`config.mk`:
```
export PLATFORM = sky130hd
export DESIGN_NAME = tag_extended_header_parser_flat
export DESIGN_NICKNAME = d
export VERILOG_FILES = /design/src/hdl/tehp_pkg.sv /design/src/hdl/tehp_if.sv /design/src/hdl/tehp_front.sv /design/src/hdl/tehp_queue.sv /design/src/hdl/tehp_back.sv /design/src/hdl/tag_extended_header_parser.sv /design/src/flat_wrapper.sv
export SDC_FILE = /design/constraint.sdc
export NUM_CORES = 1
export LEC_CHECK = 0
export BUFFER_PORTS_ARGS = -buffer_cell sky130_fd_sc_hd__buf_2
export CORE_ASPECT_RATIO = 1.1
export CORE_MARGIN = 5
export CORE_UTILIZATION = 50
export DETAILED_ROUTE_END_ITERATION = 16
export GPL_TIMING_DRIVEN = 0
export PLACE_DENSITY = 0.7
export SKIP_CTS_REPAIR_TIMING = 1
export SLEW_MARGIN = 20
export SYNTH_ARGS = -nofsm -noshare
export SYNTH_HDL_FRONTEND = slang
export SYNTH_SLANG_ARGS = --single-unit
```
`constraint.sdc`:
```
create_clock -name clk -period 9.2 [get_ports clk]
set_input_delay 0.92 -clock clk [delete_from_list [all_inputs] [get_ports clk]]
set_output_delay 0.92 -clock clk [all_outputs]
set_load 0.005 [all_outputs]
```
`src/hdl/tehp_pkg.sv`:
```
// Package for the tag extended header parser.
// Holds the parse phase and status codes, queue item and result types.
// No dependencies.
`default_nettype none

package tehp_pkg;

  localparam int unsigned TEHP_QUEUE_DEPTH = 4;
  localparam int unsigned TEHP_SIZE_W      = 28;
  localparam int unsigned TEHP_CRC_W       = 35;
  localparam logic [3:0]  TEHP_HEAD_BYTES  = 4'd6;
  localparam logic [3:0]  TEHP_SIZE_BYTES  = 4'd4;
  localparam logic [3:0]  TEHP_CRC_END     = 4'd11;
  localparam logic [7:0]  TEHP_UPD_LEN     = 8'd0;
  localparam logic [7:0]  TEHP_CRC_LEN     = 8'd5;
  localparam logic [7:0]  TEHP_RES_LEN     = 8'd1;

  typedef enum logic [2:0] {
    PH_UPD_LEN  = 3'd0,
    PH_CRC_LEN  = 3'd1,
    PH_CRC_DATA = 3'd2,
    PH_RES_LEN  = 3'd3,
    PH_RES_DATA = 3'd4,
    PH_DONE     = 3'd5
  } phase_t;

  typedef enum logic [2:0] {
    ST_OK         = 3'd0,
    ST_SIZE_SMALL = 3'd1,
    ST_SIZE_MISM  = 3'd2,
    ST_BAD_UPD    = 3'd3,
    ST_BAD_CRC    = 3'd4,
    ST_BAD_RES    = 3'd5
  } status_t;

  // one queued byte with its precomputed class bits
  typedef struct packed {
    logic       start;
    logic [7:0] data;
    logic       len_upd_ok;
    logic       len_crc_ok;
    logic       len_res_ok;
  } tehp_item_t;

  typedef struct packed {
    logic [2:0]             status;
    logic [TEHP_SIZE_W-1:0] header_size;
    logic                   update_flag;
    logic                   crc_present;
    logic                   restrict_present;
    logic [TEHP_CRC_W-1:0]  crc_value;
    logic [1:0]             tag_size_limit;
    logic                   text_encoding_limit;
    logic [1:0]             text_size_limit;
    logic                   image_encoding_limit;
    logic [1:0]             image_size_limit;
  } tehp_result_t;

  // flags: bit0 update, bit1 crc, bit2 restrictions
  function automatic phase_t tehp_pick(input phase_t from, input logic [2:0] flags);
    phase_t ph;
    ph = PH_DONE;
    if (from <= PH_RES_LEN && flags[2]) ph = PH_RES_LEN;
    if (from <= PH_CRC_LEN && flags[1]) ph = PH_CRC_LEN;
    if (from <= PH_UPD_LEN && flags[0]) ph = PH_UPD_LEN;
    return ph;
  endfunction

  function automatic logic [3:0] tehp_expect(input logic [2:0] flags);
    logic [3:0] e;
    e = 4'd6 + {3'd0, flags[0]} + (flags[1] ? 4'd6 : 4'd0) + (flags[2] ? 4'd2 : 4'd0);
    return e;
  endfunction

endpackage

`default_nettype wire

```
`src/hdl/tehp_if.sv`:
```
// Stream interfaces of the tag extended header parser: byte input, result output.
// Depends on tehp_pkg.
`default_nettype none

interface tehp_in_if;
  import tehp_pkg::*;
  logic       valid;
  logic       ready;
  logic [7:0] data_byte;
  logic       header_start;

  modport source (output valid, output data_byte, output header_start, input ready);
  modport sink   (input valid, input data_byte, input header_start, output ready);
endinterface

interface tehp_out_if;
  import tehp_pkg::*;
  logic                   valid;
  logic                   ready;
  logic [2:0]             status;
  logic [TEHP_SIZE_W-1:0] header_size;
  logic                   update_flag;
  logic                   crc_present;
  logic                   restrict_present;
  logic [TEHP_CRC_W-1:0]  crc_value;
  logic [1:0]             tag_size_limit;
  logic                   text_encoding_limit;
  logic [1:0]             text_size_limit;
  logic                   image_encoding_limit;
  logic [1:0]             image_size_limit;

  modport source (output valid, output status, output header_size, output update_flag,
                  output crc_present, output restrict_present, output crc_value,
                  output tag_size_limit, output text_encoding_limit,
                  output text_size_limit, output image_encoding_limit,
                  output image_size_limit, input ready);
  modport sink   (input valid, input status, input header_size, input update_flag,
                  input crc_present, input restrict_present, input crc_value,
                  input tag_size_limit, input text_encoding_limit,
                  input text_size_limit, input image_encoding_limit,
                  input image_size_limit, output ready);
endinterface

`default_nettype wire

```
`src/hdl/tehp_front.sv`:
```
// Front end: accepts input bytes and classifies them for the queue.
// Depends on tehp_pkg and tehp_in_if.
`default_nettype none

module tehp_front (
  tehp_in_if.sink               in_ch,
  input  wire logic             q_full,
  output logic                  q_push,
  output tehp_pkg::tehp_item_t  q_item
);
  import tehp_pkg::*;

  assign in_ch.ready = !q_full;
  assign q_push      = in_ch.valid && !q_full;

  always_comb begin
    q_item.start      = in_ch.header_start;
    q_item.data       = in_ch.data_byte;
    q_item.len_upd_ok = (in_ch.data_byte == TEHP_UPD_LEN);
    q_item.len_crc_ok = (in_ch.data_byte == TEHP_CRC_LEN);
    q_item.len_res_ok = (in_ch.data_byte == TEHP_RES_LEN);
  end

endmodule

`default_nettype wire

```
`src/hdl/tehp_queue.sv`:
```
// Short FIFO between front and back ends of the parser.
// Depends on tehp_pkg.
`default_nettype none

module tehp_queue #(
  parameter int unsigned DEPTH = tehp_pkg::TEHP_QUEUE_DEPTH
) (
  input  wire logic             clk,
  input  wire logic             rst_n,
  input  wire logic             push,
  input  tehp_pkg::tehp_item_t  push_item,
  output logic                  full,
  input  wire logic             pop,
  output logic                  not_empty,
  output tehp_pkg::tehp_item_t  head_item
);
  import tehp_pkg::*;

  localparam int unsigned PTR_W = (DEPTH > 1) ? $clog2(DEPTH) : 1;
  localparam int unsigned CNT_W = $clog2(DEPTH + 1);
  localparam logic [PTR_W-1:0] LAST_PTR = PTR_W'(DEPTH - 1);
  localparam logic [CNT_W-1:0] FULL_CNT = CNT_W'(DEPTH);

  tehp_item_t       mem_r [DEPTH];
  logic [PTR_W-1:0] wr_ptr_r, wr_ptr_nxt;
  logic [PTR_W-1:0] rd_ptr_r, rd_ptr_nxt;
  logic [CNT_W-1:0] cnt_r, cnt_nxt;

  assign full      = (cnt_r == FULL_CNT);
  assign not_empty = (cnt_r != '0);
  assign head_item = mem_r[rd_ptr_r];

  always_comb begin
    wr_ptr_nxt = wr_ptr_r;
    rd_ptr_nxt = rd_ptr_r;
    cnt_nxt    = cnt_r;
    if (push) begin
      wr_ptr_nxt = (wr_ptr_r == LAST_PTR) ? '0 : wr_ptr_r + 1'b1;
    end
    if (pop) begin
      rd_ptr_nxt = (rd_ptr_r == LAST_PTR) ? '0 : rd_ptr_r + 1'b1;
    end
    if (push && !pop) begin
      cnt_nxt = cnt_r + 1'b1;
    end else if (pop && !push) begin
      cnt_nxt = cnt_r - 1'b1;
    end
  end

  always_ff @(posedge clk) begin
    if (!rst_n) begin
      wr_ptr_r <= '0;
      rd_ptr_r <= '0;
      cnt_r    <= '0;
    end else begin
      wr_ptr_r <= wr_ptr_nxt;
      rd_ptr_r <= rd_ptr_nxt;
      cnt_r    <= cnt_nxt;
    end
  end

  always_ff @(posedge clk) begin
    if (push) begin
      mem_r[wr_ptr_r] <= push_item;
    end
  end

endmodule

`default_nettype wire

```
`src/hdl/tehp_back.sv`:
```
// Back end: header parse state machine and output result register.
// Depends on tehp_pkg and tehp_out_if.
`default_nettype none

module tehp_back (
  input  wire logic             clk,
  input  wire logic             rst_n,
  input  wire logic             q_not_empty,
  input  tehp_pkg::tehp_item_t  q_item,
  output logic                  q_pop,
  tehp_out_if.source            out_ch
);
  import tehp_pkg::*;

  phase_t                 ph_r, ph_nxt;
  logic [3:0]             idx_r, idx_nxt;
  logic                   act_r, act_nxt;
  logic [TEHP_SIZE_W-1:0] size_r, size_nxt;
  logic [2:0]             flg_r, flg_nxt;
  logic [TEHP_CRC_W-1:0]  crc_r, crc_nxt;
  logic                   out_vld_r, out_vld_nxt;
  tehp_result_t           res_r, res_nxt;

  logic                   emit;
  logic                   show_flags;
  logic                   have_res;
  logic                   chk_done;
  status_t                st;
  logic [3:0]             idx_in;
  logic [2:0]             flg_sh;
  logic [7:0]             rb;

  assign q_pop = q_not_empty && (!out_vld_r || out_ch.ready);

  always_comb begin
    ph_nxt     = ph_r;
    idx_nxt    = idx_r;
    act_nxt    = act_r;
    size_nxt   = size_r;
    flg_nxt    = flg_r;
    crc_nxt    = crc_r;
    emit       = 1'b0;
    show_flags = 1'b1;
    have_res   = 1'b0;
    chk_done   = 1'b0;
    st         = ST_OK;
    idx_in     = idx_r;
    if (q_pop) begin
      if (q_item.start) begin
        ph_nxt   = PH_UPD_LEN;
        idx_nxt  = '0;
        size_nxt = '0;
        flg_nxt  = '0;
        crc_nxt  = '0;
        act_nxt  = 1'b1;
      end
      if (act_nxt) begin
        if (idx_nxt < TEHP_HEAD_BYTES) begin
          idx_in  = idx_nxt;
          idx_nxt = idx_nxt + 4'd1;
          if (idx_in < TEHP_SIZE_BYTES) begin
            size_nxt = {size_nxt[TEHP_SIZE_W-8:0], q_item.data[6:0]};
          end else if (idx_in == TEHP_SIZE_BYTES) begin
            // flag-byte count, skipped
          end else if (size_nxt < TEHP_SIZE_W'(TEHP_HEAD_BYTES)) begin
            emit       = 1'b1;
            st         = ST_SIZE_SMALL;
            show_flags = 1'b0;
          end else begin
            flg_nxt = {q_item.data[4], q_item.data[5], q_item.data[6]};
            if (size_nxt != TEHP_SIZE_W'(tehp_expect(flg_nxt))) begin
              emit = 1'b1;
              st   = ST_SIZE_MISM;
            end else begin
              ph_nxt = tehp_pick(PH_UPD_LEN, flg_nxt);
              if (ph_nxt == PH_DONE) begin
                emit = 1'b1;
              end else begin
                idx_nxt = TEHP_HEAD_BYTES;
              end
            end
          end
        end else begin
          unique case (ph_r)
            PH_UPD_LEN: begin
              if (!q_item.len_upd_ok) begin
                emit = 1'b1;
                st   = ST_BAD_UPD;
              end else begin
                ph_nxt   = tehp_pick(PH_CRC_LEN, flg_r);
                chk_done = 1'b1;
              end
            end
            PH_CRC_LEN: begin
              if (!q_item.len_crc_ok) begin
                emit = 1'b1;
                st   = ST_BAD_CRC;
              end else begin
                ph_nxt  = PH_CRC_DATA;
                idx_nxt = TEHP_HEAD_BYTES;
              end
            end
            PH_CRC_DATA: begin
              crc_nxt = {crc_r[TEHP_CRC_W-8:0], q_item.data[6:0]};
              idx_nxt = idx_r + 4'd1;
              if (idx_nxt >= TEHP_CRC_END) begin
                idx_nxt  = TEHP_HEAD_BYTES;
                ph_nxt   = tehp_pick(PH_RES_LEN, flg_r);
                chk_done = 1'b1;
              end
            end
            PH_RES_LEN: begin
              if (!q_item.len_res_ok) begin
                emit = 1'b1;
                st   = ST_BAD_RES;
              end else begin
                ph_nxt = PH_RES_DATA;
              end
            end
            PH_RES_DATA: begin
              emit     = 1'b1;
              have_res = 1'b1;
            end
            default: begin
              ph_nxt   = PH_DONE;
              chk_done = 1'b1;
            end
          endcase
          if (chk_done && ph_nxt == PH_DONE) begin
            emit = 1'b1;
          end
        end
      end
      if (emit) begin
        act_nxt = 1'b0;
      end
    end
  end

  always_comb begin
    flg_sh      = show_flags ? flg_nxt : 3'd0;
    rb          = have_res ? q_item.data : 8'd0;
    out_vld_nxt = out_vld_r && !out_ch.ready;
    res_nxt     = res_r;
    if (emit) begin
      out_vld_nxt                  = 1'b1;
      res_nxt.status               = st;
      res_nxt.header_size          = size_nxt;
      res_nxt.update_flag          = flg_sh[0];
      res_nxt.crc_present          = flg_sh[1];
      res_nxt.restrict_present     = flg_sh[2];
      res_nxt.crc_value            = crc_nxt;
      res_nxt.tag_size_limit       = rb[7:6];
      res_nxt.text_encoding_limit  = rb[5];
      res_nxt.text_size_limit      = rb[4:3];
      res_nxt.image_encoding_limit = rb[2];
      res_nxt.image_size_limit     = rb[1:0];
    end
  end

  always_ff @(posedge clk) begin
    if (!rst_n) begin
      ph_r      <= PH_UPD_LEN;
      idx_r     <= '0;
      act_r     <= 1'b0;
      size_r    <= '0;
      flg_r     <= '0;
      crc_r     <= '0;
      out_vld_r <= 1'b0;
    end else begin
      ph_r      <= ph_nxt;
      idx_r     <= idx_nxt;
      act_r     <= act_nxt;
      size_r    <= size_nxt;
      flg_r     <= flg_nxt;
      crc_r     <= crc_nxt;
      out_vld_r <= out_vld_nxt;
    end
  end

  always_ff @(posedge clk) begin
    res_r <= res_nxt;
  end

  assign out_ch.valid                = out_vld_r;
  assign out_ch.status               = res_r.status;
  assign out_ch.header_size          = res_r.header_size;
  assign out_ch.update_flag          = res_r.update_flag;
  assign out_ch.crc_present          = res_r.crc_present;
  assign out_ch.restrict_present     = res_r.restrict_present;
  assign out_ch.crc_value            = res_r.crc_value;
  assign out_ch.tag_size_limit       = res_r.tag_size_limit;
  assign out_ch.text_encoding_limit  = res_r.text_encoding_limit;
  assign out_ch.text_size_limit      = res_r.text_size_limit;
  assign out_ch.image_encoding_limit = res_r.image_encoding_limit;
  assign out_ch.image_size_limit     = res_r.image_size_limit;

endmodule

`default_nettype wire

```
`src/hdl/tag_extended_header_parser.sv`:
```
// Tag extended header parser, top level: front end, byte queue, parse back end.
// Throughput: one byte per cycle while no result waits for out_ch.ready.
// The result of the byte that completes or fails a header is registered on out_ch.
// Reset: synchronous active-low rst_n empties the queue, idles the parser and
// clears the output valid. Depends on tehp_pkg, tehp_if, tehp_front/queue/back.
`default_nettype none

module tag_extended_header_parser #(
  parameter int unsigned QUEUE_DEPTH = tehp_pkg::TEHP_QUEUE_DEPTH
) (
  input  wire logic  clk,
  input  wire logic  rst_n,
  tehp_in_if.sink    in_ch,
  tehp_out_if.source out_ch
);
  import tehp_pkg::*;

  logic       q_push;
  logic       q_full;
  logic       q_pop;
  logic       q_not_empty;
  tehp_item_t q_in_item;
  tehp_item_t q_head_item;

  tehp_front u_front (
    .in_ch  (in_ch),
    .q_full (q_full),
    .q_push (q_push),
    .q_item (q_in_item)
  );

  tehp_queue #(
    .DEPTH (QUEUE_DEPTH)
  ) u_queue (
    .clk       (clk),
    .rst_n     (rst_n),
    .push      (q_push),
    .push_item (q_in_item),
    .full      (q_full),
    .pop       (q_pop),
    .not_empty (q_not_empty),
    .head_item (q_head_item)
  );

  tehp_back u_back (
    .clk         (clk),
    .rst_n       (rst_n),
    .q_not_empty (q_not_empty),
    .q_item      (q_head_item),
    .q_pop       (q_pop),
    .out_ch      (out_ch)
  );

endmodule

`default_nettype wire

```
`src/flat_wrapper.sv`:
```
// flat-port wrapper written by rule: the top's interface ports become plain ports
module tag_extended_header_parser_flat import tehp_pkg::*;
#(
  parameter int unsigned QUEUE_DEPTH = tehp_pkg::TEHP_QUEUE_DEPTH
)
  (clk, rst_n, in_ch_valid, in_ch_data_byte, in_ch_header_start, in_ch_ready, out_ch_valid, out_ch_status, out_ch_header_size, out_ch_update_flag, out_ch_crc_present, out_ch_restrict_present, out_ch_crc_value, out_ch_tag_size_limit, out_ch_text_encoding_limit, out_ch_text_size_limit, out_ch_image_encoding_limit, out_ch_image_size_limit, out_ch_ready);
  tehp_in_if in_ch_i ();
  tehp_out_if out_ch_i ();
  input  wire logic clk;
  input  wire logic rst_n;
  input wire logic [$bits(in_ch_i.valid)-1:0] in_ch_valid;
  input wire logic [$bits(in_ch_i.data_byte)-1:0] in_ch_data_byte;
  input wire logic [$bits(in_ch_i.header_start)-1:0] in_ch_header_start;
  output wire logic [$bits(in_ch_i.ready)-1:0] in_ch_ready;
  output wire logic [$bits(out_ch_i.valid)-1:0] out_ch_valid;
  output wire logic [$bits(out_ch_i.status)-1:0] out_ch_status;
  output wire logic [$bits(out_ch_i.header_size)-1:0] out_ch_header_size;
  output wire logic [$bits(out_ch_i.update_flag)-1:0] out_ch_update_flag;
  output wire logic [$bits(out_ch_i.crc_present)-1:0] out_ch_crc_present;
  output wire logic [$bits(out_ch_i.restrict_present)-1:0] out_ch_restrict_present;
  output wire logic [$bits(out_ch_i.crc_value)-1:0] out_ch_crc_value;
  output wire logic [$bits(out_ch_i.tag_size_limit)-1:0] out_ch_tag_size_limit;
  output wire logic [$bits(out_ch_i.text_encoding_limit)-1:0] out_ch_text_encoding_limit;
  output wire logic [$bits(out_ch_i.text_size_limit)-1:0] out_ch_text_size_limit;
  output wire logic [$bits(out_ch_i.image_encoding_limit)-1:0] out_ch_image_encoding_limit;
  output wire logic [$bits(out_ch_i.image_size_limit)-1:0] out_ch_image_size_limit;
  input wire logic [$bits(out_ch_i.ready)-1:0] out_ch_ready;
  assign in_ch_i.valid = in_ch_valid;
  assign in_ch_i.data_byte = in_ch_data_byte;
  assign in_ch_i.header_start = in_ch_header_start;
  assign in_ch_ready = in_ch_i.ready;
  assign out_ch_valid = out_ch_i.valid;
  assign out_ch_status = out_ch_i.status;
  assign out_ch_header_size = out_ch_i.header_size;
  assign out_ch_update_flag = out_ch_i.update_flag;
  assign out_ch_crc_present = out_ch_i.crc_present;
  assign out_ch_restrict_present = out_ch_i.restrict_present;
  assign out_ch_crc_value = out_ch_i.crc_value;
  assign out_ch_tag_size_limit = out_ch_i.tag_size_limit;
  assign out_ch_text_encoding_limit = out_ch_i.text_encoding_limit;
  assign out_ch_text_size_limit = out_ch_i.text_size_limit;
  assign out_ch_image_encoding_limit = out_ch_i.image_encoding_limit;
  assign out_ch_image_size_limit = out_ch_i.image_size_limit;
  assign out_ch_i.ready = out_ch_ready;
  tag_extended_header_parser #(.QUEUE_DEPTH(QUEUE_DEPTH)) u_core (.clk(clk), .rst_n(rst_n), .in_ch(in_ch_i), .out_ch(out_ch_i));
endmodule
```
== Word level (Yosys, flattened, before mapping) ==
Memory sizes are Yosys's and may differ from the RTL's. A register that Yosys moved wholly into a read port is not among the register bits.
Cells that the tools add are included.
Word-level totals
  flip-flop bits (word level): 159
  output and inout bits: 79
  memories: 1
  logic and storage cells: 176
  RAM bits: 48
  input port bits: 13
Memories
  u_core.u_queue.mem_r: words 4, width 12, read ports 1, clocked after memory_dff 1, write ports 1, RTL line tehp_queue.sv:24  | tehp_item_t mem_r [DEPTH];
Cells by class
  mux-type cells: 110
  $add $sub $neg: 9
  reductions and logical operators: 18
  magnitude comparators: 4
  eq/ne operators: 13
Operators with widths (count)
  $mux 35: 5
  $mux 28: 6
  $mux 3: 39
  $mux 4: 11
  $mux 1: 34
  $lt 28x3->1 const B: 1
  $ne 28x4->1: 1
  $mux 2: 10
  $pmux 3 s5: 1
  $eq 3x3->1 const B: 4
  $pmux 3 s3: 1
  $add 4x1->4 const B: 2
  $eq 8x1->1 const B: 1
  $eq 8x3->1 const B: 1
  $logic_not 8->1: 1
  $lt 4x3->1 const B: 2
  $pmux 4 s2: 1
  $eq 3x2->1 const B: 2
  $logic_and 1x1->1: 6
  $logic_not 1->1: 5
  $add 2x1->2 const B: 2
  $add 3x1->4 const A: 1
  $add 4x2->4: 1
  $add 4x3->4: 1
  other kinds (14): 15

== Depth between registers and ports, before layout ==
Gate-level depths: netlist of run 1.
  depth in word-level cells: 23
  depth in mapped cells: 11
  gate-level depth less buffers: 10

== Modules after synthesis ==
A second synthesis of run 1 with hierarchy kept.
Second synthesis, totals
  cells, all modules: 767
  area total of the unflattened synthesis: 9024.9 um^2
Modules (own cells, without submodules)
  tehp_back: seq. area each 3813.7 um^2, area an instance 6705.2 um^2, cells each 644, instances 1
  tehp_queue: seq. area each 1621.6 um^2, area an instance 2194.6 um^2, cells each 106, instances 1
  tehp_front: seq. area each 0.0 um^2, area an instance 125.1 um^2, cells each 17, instances 1

== Least setup slack after synthesis of run 1 ==
OpenSTA, ideal clock, no wires.
  path kind: flip-flop to flip-flop
  start: register with a tool-made name
  end: register u_core.u_back.res_r, in the netlist u_core.u_back.out_ch.crc_present (enable)
  stages on the path, launching flop included: 12
  arrival: 6.145 ns
  path buffers: 2
  clock period less this slack: 6.683 ns
  library setup time: 0.538 ns
  setup slack: 2.517 ns
  data required time: 8.662 ns
  cells stage by stage: dfxtp_1 -> buf_6 -> clkbuf_1 -> mux4_2 -> inv_1 -> ha_1 -> xnor2_1 -> or4b_1 -> nor3_1 -> o211ai_1 -> nand2_1 -> a21oi_1
RTL lines
  to (signal assigned): RTL line tehp_back.sv:182  | res_r <= res_nxt;
  to (decl): RTL line tehp_back.sv:22  | tehp_result_t res_r, res_nxt;

==> impl_metrics.csv, run 1 <==
group,metric,value,unit
sta,max_freq,232.9,MHz
sta,rsz0062_at_grt,"no",
floorplanning,start_util,50.98,%
setup_path,cp_cell_sequence,"buf_6 -> clkbuf_1 -> mux4_2 -> inv_1 -> ha_1 -> xnor2_1 -> or4b_1 -> nor3_1 -> o211ai_1 -> nand2_1 -> a21oi_4 -> buf_16 -> buf_16",
yosys,yosys_warnings,0,
clocking,clk_path_buf_depth,3,
clocking,clock-root-buffer,"clkbuf_16",
sta,min_period,4.294,ns
sta,fin_crit_sh,46.68,%
clocking,clk_pin_slew,0.06,ns
min_path,hp-class,"reg -> reg",
placement,io_buffers,91,
clocking,cts_buffers,21,
drt,viasPerCell,5.662,
setup_path,arrival,4.54,ns
drt,wire_per_inst,18.85,µm
yosys,synth_area_leaders,"edfxtp_1, dfxtp_1, and2_1, a22o_1, nand2_1",
global_route,grt_usage,19.41,%
flow_run,drv_cap,0,
clocking,h-tree-depth,1,
sta,fin_skew,0.01259,ns
floorplanning,core,0.01637,mm²
final_layout,final_common_cell,"edfxtp_1",
power,combPwrFrac,26.3,%
sta,setup_viol,0,
setup_path,crit_required,9.45,ns
final_layout,area_growth,17.50,%
placement,hpwl,13.55,mm
yosys,synth_ff_type,"edfxtp_1",
floorplanning,dieWidth,133.2,µm
setup_path,path_common_cell,"buf_16",
placement,post-place-ws,4.878,ns
clocking,cts_tree,"yes",
setup_path,critPathKind,"reg -> reg",
final_layout,diodes,0,
drt,drt_first_pass_iters,5,
yosys,synth-edff-count,125,
power,p_leak,3.796,nW
setup_path,crit_fanout,27,
yosys,netlist_area,0.008346,mm²
setup_path,end_kind,"flop",
setup_path,crit_family,"buffers and inverters",
final_layout,num-fill-cells,1279,
placement,gp_congestion,0.9131,
sta,hold_viol,0,
yosys,synth_nets,688,
yosys,yosysTopAreaCell,"edfxtp_1",
power,p_int,1.771,mW
status,status,"complete, no violations",
floorplanning,ios,92,
global_route,grt_pass1_wl,30.58,mm
power,powerDensity,266.5,mW/mm²
yosys,synth_top_cell_area_share,44.98,%
sta,tightest_slew,0.9839,ns
yosys,synth_cell_types,54,
setup_path,slowest_delay,0.66,ns
floorplanning,die_area,0.01938,mm²
drt,wirelength,18.84,mm
power,p_sw_share,32.22,%
sta,fin_ws,4.906,ns
yosys,ys_seq_elements,209,
yosys,ys_seq_area_share,65.13,%
final_layout,mostFrequentLayoutCells,"edfxtp_1, buf_2, dfxtp_1",
global_route,overflow,0,
drt,ant_nets,0,
global_route,grt_max_degree,29,
global_route,antenna_found_initial,0,
setup_path,reg2reg_setup_slack,4.91,ns
power,p_sw,842.1,µW
setup_path,slowest_stage,"mux4_2",
drt,drt_iter0_drc,368,
power,clock_power_share,30.9,%
setup_path,critPathLaunchType,"flop",
yosys,avgSynthCellArea,12.59,µm²
sta,drv_slew,0,
yosys,synthArstFlopShare,0,%
drt,vias,5656,
global_route,grt_util_met1,24.48,%
global_route,grt.busiest_layer,"met2",
final_layout,seqCellArea,0.005435,mm²
setup_path,cp_num_buf_inv,5,
power,power_frac_seq,42.8,%
final_layout,drive_gt1_share,20.38,%
final_layout,multi_input_area,0.002725,mm²
clocking,cts.sinks,209,
clocking,clk_latency,0.50,ns
global_route,grt_pass1_vias,5756,
drt,drc,0,
global_route,grtUsageMet2,33.49,%
final_layout,nets,805,
floorplanning,die_h,145.5,µm
global_route,global_route.usage.met3,3.147,%
sta,finalSetupTns,0,ns
power,irDropWorstVdd,0.0001971,V
yosys,syn_inst,663,
floorplanning,rows,49,
sta,slew-limit-headroom,33.80,%
[routing by layer]
layer / up-vias / wire length (µm) / share of wire, %
li1: 2673 / - / -
met1: 2770 / 7850 / 42
met2: 167 / 9328 / 50
met3: 46 / 943 / 5.0
met4: 0 / 714 / 3.8
met5: - / 0 / 0
[cell usage after synthesis, drive strengths merged (3+ instances only)]
library cell	instances
or2	4
o21ai	35
nor4	10
dfxtp	84
xnor2	4
a22o	37
xor2	4
nand3	15
edfxtp	125
a31oi	5
nand2b	7
and2	71
and3	6
or4b	4
nor3b	3
o211ai	5
nor2	27
o21a	3
or3	4
o22ai	5
mux2i	7
inv	11
clkbuf	26
o221ai	3
nor2b	3
nand4	5
nand2	70
mux4	10
mux2	8
buf	10
ha	11
a21oi	17
nor3	7
[logic make-up (layout without fill, tap and decap cells)]
| kind of cell | Yosys count | count (layout) | synth area share [%] |
|---|---|---|---|
| compound gates | 123 | 123 | 10.06 |
| xor+xnor | 8 | 8 | 0.8395 |
| fa+ha+maj | 12 | 12 | 1.889 |
| buf+inv | 48 | 180 | 2.354 |
| flops | 209 | 209 | 65.13 |
| mux | 25 | 25 | 4.618 |
| simple gates | 238 | 238 | 15.11 |
[state kept, by name, indices dropped and copies added, names as in the netlist, 2 cells and up, named ones only]
signal,count
u_core.u_back.crc_r,35
u_core.u_queue.wr_ptr_r,2
u_core.u_back.idx_r,4
u_core.u_back.out_ch.text_size_limit,2
u_core.u_queue.rd_ptr_r,2
u_core.u_back.size_r,28
u_core.u_back.out_ch.status,3
u_core.u_back.flg_r,3
u_core.u_queue.cnt_r,3
u_core.u_back.out_ch.image_size_limit,2
u_core.u_back.out_ch.tag_size_limit,2
u_core.u_back.out_ch.crc_value,35
u_core.u_back.out_ch.header_size,28
u_core.u_queue.mem_r,48
u_core.u_back.ph_r,3
[power groups by stage]
stage | combinational (mW) | clock (mW) | sequential (mW)
finish | 0.688 | 0.807 | 1.12
global route | 0.762 | 0.862 | 1.13
CTS | 0.690 | 0.821 | 1.12
detailed placement | 0.685 | 0 | 1.14
global placement | 0.655 | 0 | 1.14
floorplan | 0.485 | 0 | 1.12
[final cells by class]
cell class	count	share of cell area [%]
repair buffers	94	5.487
plain buffers	36	1.544
well taps	204	2.603
clock inverters	7	0.4211
flip-flops and latches	209	55.43
clock buffers	31	6.265
inverters	12	0.4594
multi-input cells	406	27.79
[worst reg2reg max path, stage by stage (launching register included)]
cell,delay (ns)
dfxtp_1,0.33
buf_6,0.15
clkbuf_1,0.56
mux4_2,0.66
inv_1,0.17
ha_1,0.28
xnor2_1,0.14
or4b_1,0.50
nor3_1,0.20
o211ai_1,0.24
nand2_1,0.19
a21oi_4,0.18
buf_16,0.25
buf_16,0.18
[through the flow]
stage                     cell area [µm²]  hold slack (ns)  util (%)  power, mW  cells
final                                9806           0.4825     59.90      2.613    999
after global routing                 9806           0.5137     59.90      2.749    999
after CTS                            9806           0.4889     59.90      2.628    999
after detailed placement             9150           0.4801     55.90      1.823    961
after global placement               9056           0.4622     55.32      1.790    958
after floorplan                      8346           0.4362         -      1.608    663
[path summary, 6_finish.rpt]
check / from / endpoint / cells after the start
max: flop / u_core.u_back.out_ch.crc_value[21] / 13
min: u_core.u_queue.rd_ptr_r[1] / flop / 2
max reg2reg: flop / u_core.u_back.out_ch.crc_value[21] / 13
min reg2reg: u_core.u_queue.rd_ptr_r[1] / flop / 2
Note: power is estimated with default switching activity, not from simulation.
==> inputs of run 2 (changes only) <==
--- a/config.mk
+++ b/config.mk
@@ -5,13 +5,14 @@
 export SDC_FILE = /design/constraint.sdc
 export NUM_CORES = 1
 export LEC_CHECK = 0
+export ABC_AREA = 1
 export BUFFER_PORTS_ARGS = -buffer_cell sky130_fd_sc_hd__buf_2
 export CORE_ASPECT_RATIO = 1.1
 export CORE_MARGIN = 5
 export CORE_UTILIZATION = 50
 export DETAILED_ROUTE_END_ITERATION = 16
 export GPL_TIMING_DRIVEN = 0
-export PLACE_DENSITY = 0.7
+export PLACE_DENSITY = 0.69
 export SKIP_CTS_REPAIR_TIMING = 1
 export SLEW_MARGIN = 20
 export SYNTH_ARGS = -nofsm -noshare
==> constraint.sdc (replaced) <==
create_clock -name clk -period 4.4 [get_ports clk]
set_input_delay 0.44 -clock clk [delete_from_list [all_inputs] [get_ports clk]]
set_output_delay 0.44 -clock clk [all_outputs]
set_load 0.005 [all_outputs]
==> impl_metrics.csv, run 2 <==
group,metric,value,unit
sta,finalSetupTns,0,ns
floorplanning,ios,92,
yosys,syn_inst,936,
clocking,cts.sinks,209,
power,p_sw_share,37.77,%
setup_path,critPathLaunchType,"flop",
setup_path,slowest_delay,0.55,ns
setup_path,cp_cell_sequence,"buf_4 -> inv_4 -> clkbuf_1 -> a32o_1 -> ha_1 -> nand3_1 -> nand2_1 -> nor2_1 -> nand2_1 -> nor2_1 -> nand4_1 -> nand2_1 -> nand2_1 -> nand2_1 -> inv_4 -> buf_16",
power,p_int,4.469,mW
clocking,clk_latency,0.50,ns
yosys,synth_ff_type,"edfxtp_1",
drt,wire_per_inst,16.00,µm
floorplanning,die_area,0.02113,mm²
clocking,clk_pin_slew,0.06,ns
status,status,"complete, no violations",
final_layout,area_growth,17.09,%
yosys,ys_seq_elements,209,
yosys,ys_seq_area_share,59.35,%
floorplanning,rows,52,
sta,min_period,3.622,ns
setup_path,r2r_cells,16,
global_route,grt_pass1_wl,34.08,mm
yosys,synth_top_cell_area_share,40.99,%
setup_path,arrival,3.80,ns
setup_path,path_common_cell,"nand2_1",
sta,drv_slew,0,
yosys,yosysTopAreaCell,"edfxtp_1",
sta,fin_skew,0.009884,ns
setup_path,cp_num_buf_inv,5,
setup_path,crit_required,4.58,ns
floorplanning,core,0.01822,mm²
clocking,clk_path_buf_depth,3,
yosys,netlist_area,0.009158,mm²
setup_path,cp.depth,16,
power,combPwrFrac,37.1,%
power,p_sw,2.712,mW
final_layout,final_common_cell,"nand2_1",
power,powerDensity,669.7,mW/mm²
power,power_frac_seq,36.0,%
power,clock_power_share,26.9,%
placement,gp_congestion,0.8795,
final_layout,largest_reg_flops,48,
power,p_leak,4.187,nW
placement,hpwl,14.73,mm
setup_path,crit_family,"buffers and inverters",
yosys,synth_cell_types,49,
global_route,grt_pass1_vias,6687,
clocking,clock-root-buffer,"clkbuf_16",
sta,setup_viol,0,
final_layout,final_core_util,58.86,%
power,total_power,7.181,mW
clocking,cts_buffers,22,
global_route,grt_usage,19.65,%
flow_run,drv_cap,0,
drt,vias,6717,
clocking,h-tree-depth,1,
yosys,synth_most_common_cell,"nand2_1",
final_layout,drive_gt1_share,20.41,%
yosys,synthArstFlopShare,0,%
drt,wirelength,20.98,mm
yosys,synth_commonest_cells,"nand2_1, inv_1, edfxtp_1, nor2_1, dfxtp_1",
setup_path,end_kind,"flop",
global_route,overflow,0,
floorplanning,dieWidth,139.0,µm
floorplanning,start_util,50.27,%
sta,rsz0062_at_grt,"no",
drt,drt_iter0_drc,483,
drt,drt_first_pass_iters,5,
sta,slew-limit-headroom,46.03,%
yosys,avgSynthCellArea,9.784,µm²
yosys,yosys_warnings,0,
final_layout,diodes,0,
yosys,synth-edff-count,125,
min_path,holdPathStages,1,
yosys,synth_area_leaders,"edfxtp_1, dfxtp_1, nand2_1, inv_1, nor2_1",
setup_path,critPathKind,"reg -> reg",
drt,drc,0,
final_layout,largest-register,"u_core.u_queue.mem_r",
final_layout,mostFrequentLayoutCells,"nand2_1, inv_1, edfxtp_1",
drt,ant_nets,0,
min_path,hp-class,"in -> reg",
yosys,synth_nets,961,
clocking,cts_tree,"yes",
setup_path,crit_fanout,49,
drt,viasPerCell,5.124,
sta,hold_viol,0,
global_route,antenna_found_initial,0,
sta,fin_crit_sh,82.33,%
final_layout,nets,1077,
power,irDropWorstVdd,0.0003465,V
sta,tightest_slew,0.8021,ns
setup_path,slowest_stage,"a32o_1",
floorplanning,die_h,151.9,µm
sta,max_freq,276.1,MHz
global_route,grt_max_degree,50,
placement,io_buffers,91,
run 2: logic make-up after synthesis:
logic type	Yosys count	synth area share (%)
XOR/XNOR	4	0.3826
AND/OR/NAND/NOR	346	16.70
adder cells (fa/ha/maj)	12	1.722
buffers and inverters	183	8.321
flip-flops	209	59.35
AO/OA/AOI/OAI	182	13.53
run 2: final cells by class:
type	count	area, µm²
fillers	1585	7495
flip-flops and latches	209	5435
plain buffers	39	216.5
inverters	144	548.0
multi-input cells	544	2970
repair buffers	92	483.0
well taps	243	304.0
clock buffers	24	579.3
clock inverters	16	186.4
run 2: routing by layer:
layer	track usage, %	vias up	wire length [µm]
met4	6.524	0	624
met3	3.144	47	1074
met1	24.92	3137	8933
met5	0	-	0
met2	34.39	186	10350
li1	-	3347	-
run 2: power by group through the flow:
stage	logic, mW	clock network [mW]	registers, mW
finish	2.67	1.93	2.58
floorplan	1.90	0	2.60
global route	2.98	2.06	2.61
detailed placement	2.64	0	2.62
global placement	2.59	0	2.62
CTS	2.65	1.97	2.58
run 2: per-stage QoR:
stage	instance area, µm²	worst slack (ns)	instances	hold slack, ns
floorplan	9158	0.4785	936	0.4607
global placement	9917	-0.8518	1270	0.4740
detailed placement	9957	0.7528	1271	0.4809
CTS	10720	0.7303	1311	0.1334
global route	10720	0.4474	1311	0.1485
finish	10720	0.7776	1311	0.1490
run 2: final timing paths:
kind,startpoint,to,slack [ns]
hold / removal,in_ch_header_start,u_core.u_queue.mem_r[3][11],0.15
setup / recovery,flop,u_core.u_back.out_ch.header_size[21],0.78
hold reg to reg,u_core.u_back.crc_r[26],u_core.u_back.crc_r[26],0.49
setup reg to reg,flop,u_core.u_back.out_ch.header_size[21],0.78
==> inputs of run 3 (changes only) <==
--- a/config.mk
+++ b/config.mk
@@ -5,14 +5,14 @@
 export SDC_FILE = /design/constraint.sdc
 export NUM_CORES = 1
 export LEC_CHECK = 0
-export ABC_AREA = 1
+export ABC_AREA = 0
 export BUFFER_PORTS_ARGS = -buffer_cell sky130_fd_sc_hd__buf_2
 export CORE_ASPECT_RATIO = 1.1
 export CORE_MARGIN = 5
 export CORE_UTILIZATION = 50
 export DETAILED_ROUTE_END_ITERATION = 16
 export GPL_TIMING_DRIVEN = 0
-export PLACE_DENSITY = 0.69
+export PLACE_DENSITY = 0.72
 export SKIP_CTS_REPAIR_TIMING = 1
 export SLEW_MARGIN = 20
 export SYNTH_ARGS = -nofsm -noshare
==> constraint.sdc (replaced) <==
create_clock -name clk -period 3.26 [get_ports clk]
set_input_delay 0.326 -clock clk [delete_from_list [all_inputs] [get_ports clk]]
set_output_delay 0.326 -clock clk [all_outputs]
set_load 0.005 [all_outputs]
==> impl_metrics.csv, run 3 (synthesis results as in run 1) <==
group,metric,value,unit
sta,slew-limit-headroom,32.32,%
clocking,clk_path_buf_depth,3,
placement,io_buffers,91,
drt,vias,5669,
power,powerDensity,784.3,mW/mm²
global_route,antenna_found_initial,0,
drt,wirelength,19.08,mm
drt,ant_nets,0,
final_layout,area_growth,22.29,%
global_route,grt_usage,19.02,%
setup_path,critPathKind,"reg -> reg",
clocking,clk_pin_slew,0.06,ns
drt,drt_first_pass_iters,5,
power,p_leak,3.986,nW
final_layout,diodes,0,
sta,tightest_slew,1.005,ns
floorplanning,start_util,50.98,%
final_layout,largest_reg_flops,48,
floorplanning,dieWidth,133.2,µm
setup_path,crit_required,3.52,ns
power,irDropWorstVdd,0.0006513,V
sta,drv_slew,0,
setup_path,end_kind,"flop",
placement,post-place-ws,-0.5759,ns
sta,setup_viol,77,
placement,hpwl,13.52,mm
setup_path,slowest_stage,"mux4_2",
drt,drc,0,
sta,hold_viol,0,
sta,fin_skew,0.01262,ns
final_layout,final_common_cell,"edfxtp_1",
final_layout,largest-register,"u_core.u_queue.mem_r",
sta,finalSetupTns,-10.65,ns
sta,rsz0062_at_grt,"yes",
setup_path,path_common_cell,"clkbuf_16",
clocking,cts_tree,"yes",
sta,fin_crit_sh,104.8,%
clocking,clock-root-buffer,"clkbuf_16",
clocking,cts_buffers,21,
floorplanning,die_h,145.5,µm
setup_path,cp_num_buf_inv,5,
final_layout,final_core_util,62.35,%
setup_path,arrival,3.68,ns
floorplanning,ios,92,
min_path,hp-class,"in -> reg",
global_route,overflow,0,
floorplanning,die_area,0.01938,mm²
global_route,grt_pass1_vias,5562,
global_route,grt_pass1_wl,29.86,mm
floorplanning,rows,49,
final_layout,num-fill-cells,1269,
drt,drt_iter0_drc,423,
final_layout,nets,823,
clocking,clk_latency,0.50,ns
sta,fin_ws,-0.1576,ns
sta,max_freq,292.6,MHz
flow_run,drv_cap,0,
final_layout,mostFrequentLayoutCells,"edfxtp_1, buf_2, dfxtp_1",
setup_path,cp_cell_sequence,"buf_8 -> clkbuf_16 -> mux4_2 -> inv_4 -> ha_4 -> xnor2_2 -> or4b_1 -> nor3_2 -> o211ai_1 -> nand2_1 -> a21oi_4 -> clkbuf_16 -> clkbuf_16",
drt,wire_per_inst,18.76,µm
setup_path,crit_family,"simple AND/OR/NAND/NOR gates",
setup_path,critPathLaunchType,"flop",
clocking,cts.sinks,209,
setup_path,slowest_delay,0.57,ns
clocking,h-tree-depth,1,
status,status,"complete, but fails checks",
floorplanning,core,0.01637,mm²
status,violations,"negative setup slack",
placement,gp_congestion,0.9207,
sta,min_period,3.418,ns
setup_path,crit_fanout,7,
drt,viasPerCell,5.574,
global_route,grt_max_degree,29,
final_layout,drive_gt1_share,23.86,%
==> run 3: cell count changes in the layout (fill, tap and decap cells not counted), moves of 10 or more <==
cell and change:
clkbuf_1 +12, nand2_1 -83, o22ai_2 -29, a21oi_1 -54, a22o_1 +37, and2_1 +51
nor2_1 -74, inv_1 -125, mux4_2 +10, nand3_1 -20, o21ai_0 -11
==> run 3: worst register-to-register path, cell delays in order (launching register included) <==
cell	delay, ns
dfxtp_2	0.33
buf_8	0.12
clkbuf_16	0.13
mux4_2	0.57
inv_4	0.13
ha_4	0.21
xnor2_2	0.13
or4b_1	0.48
nor3_2	0.20
o211ai_1	0.21
nand2_1	0.18
a21oi_4	0.09
clkbuf_16	0.23
clkbuf_16	0.17
==> run 3: path summary, 6_finish.rpt <==
path | startpoint | endpoint | slack, ns | depth (start not counted)
worst min-delay path | in_ch_header_start | u_core.u_queue.mem_r[0][11] | 0.06 | 1
worst max-delay path | flop | u_core.u_back.out_ch.crc_value[30] | -0.16 | 13
worst max register to register | flop | u_core.u_back.out_ch.crc_value[30] | -0.16 | 13
worst min register to register | u_core.u_queue.rd_ptr_r[1] | u_core.u_queue.rd_ptr_r[1] | 0.48 | 2
==> run 3: cell type report <==
type | count | area [µm²] | area share, %
plain buffers | 36 | 186.4 | 1.827
clock buffers | 26 | 564.3 | 5.529
clock inverters | 12 | 230.2 | 2.256
inverters | 12 | 50.05 | 0.4904
multi-input cells | 406 | 2763 | 27.07
flip-flops and latches | 209 | 5436 | 53.27
well taps | 204 | 255.2 | 2.501
repair buffers | 112 | 720.7 | 7.061
==> run 3: power breakdown <==
| part | switching, mW | internal, mW | leakage [nW] |
|---|---|---|---|
| sequential | 0.146 | 3.01 | 1.95 |
| combinational | 1.31 | 0.804 | 1.66 |
| clock | 1.01 | 1.72 | 0.380 |
==> run 3: per-layer routing <==
metal / up-vias / global-route usage, % / routed length (µm)
met5: - / 0 / 0
met4: 0 / 6.584 / 573
met3: 41 / 2.835 / 981
met2: 189 / 33.56 / 9572
met1: 2736 / 23.91 / 7956
li1: 2703 / - / -
==> run 3: per-stage QoR <==
step | total power, mW | area (µm²) | hold slack, ns | cells
after floorplan | 4.607 | 8401 | 0.4249 | 663
after global placement | 5.127 | 9111 | 0.4511 | 958
after detailed placement | 5.209 | 9194 | 0.4650 | 961
after CTS | 7.937 | 9988 | 0.03574 | 999
after global routing | 8.360 | 10210 | 0.04696 | 1017
final | 8.004 | 10210 | 0.05799 | 1017
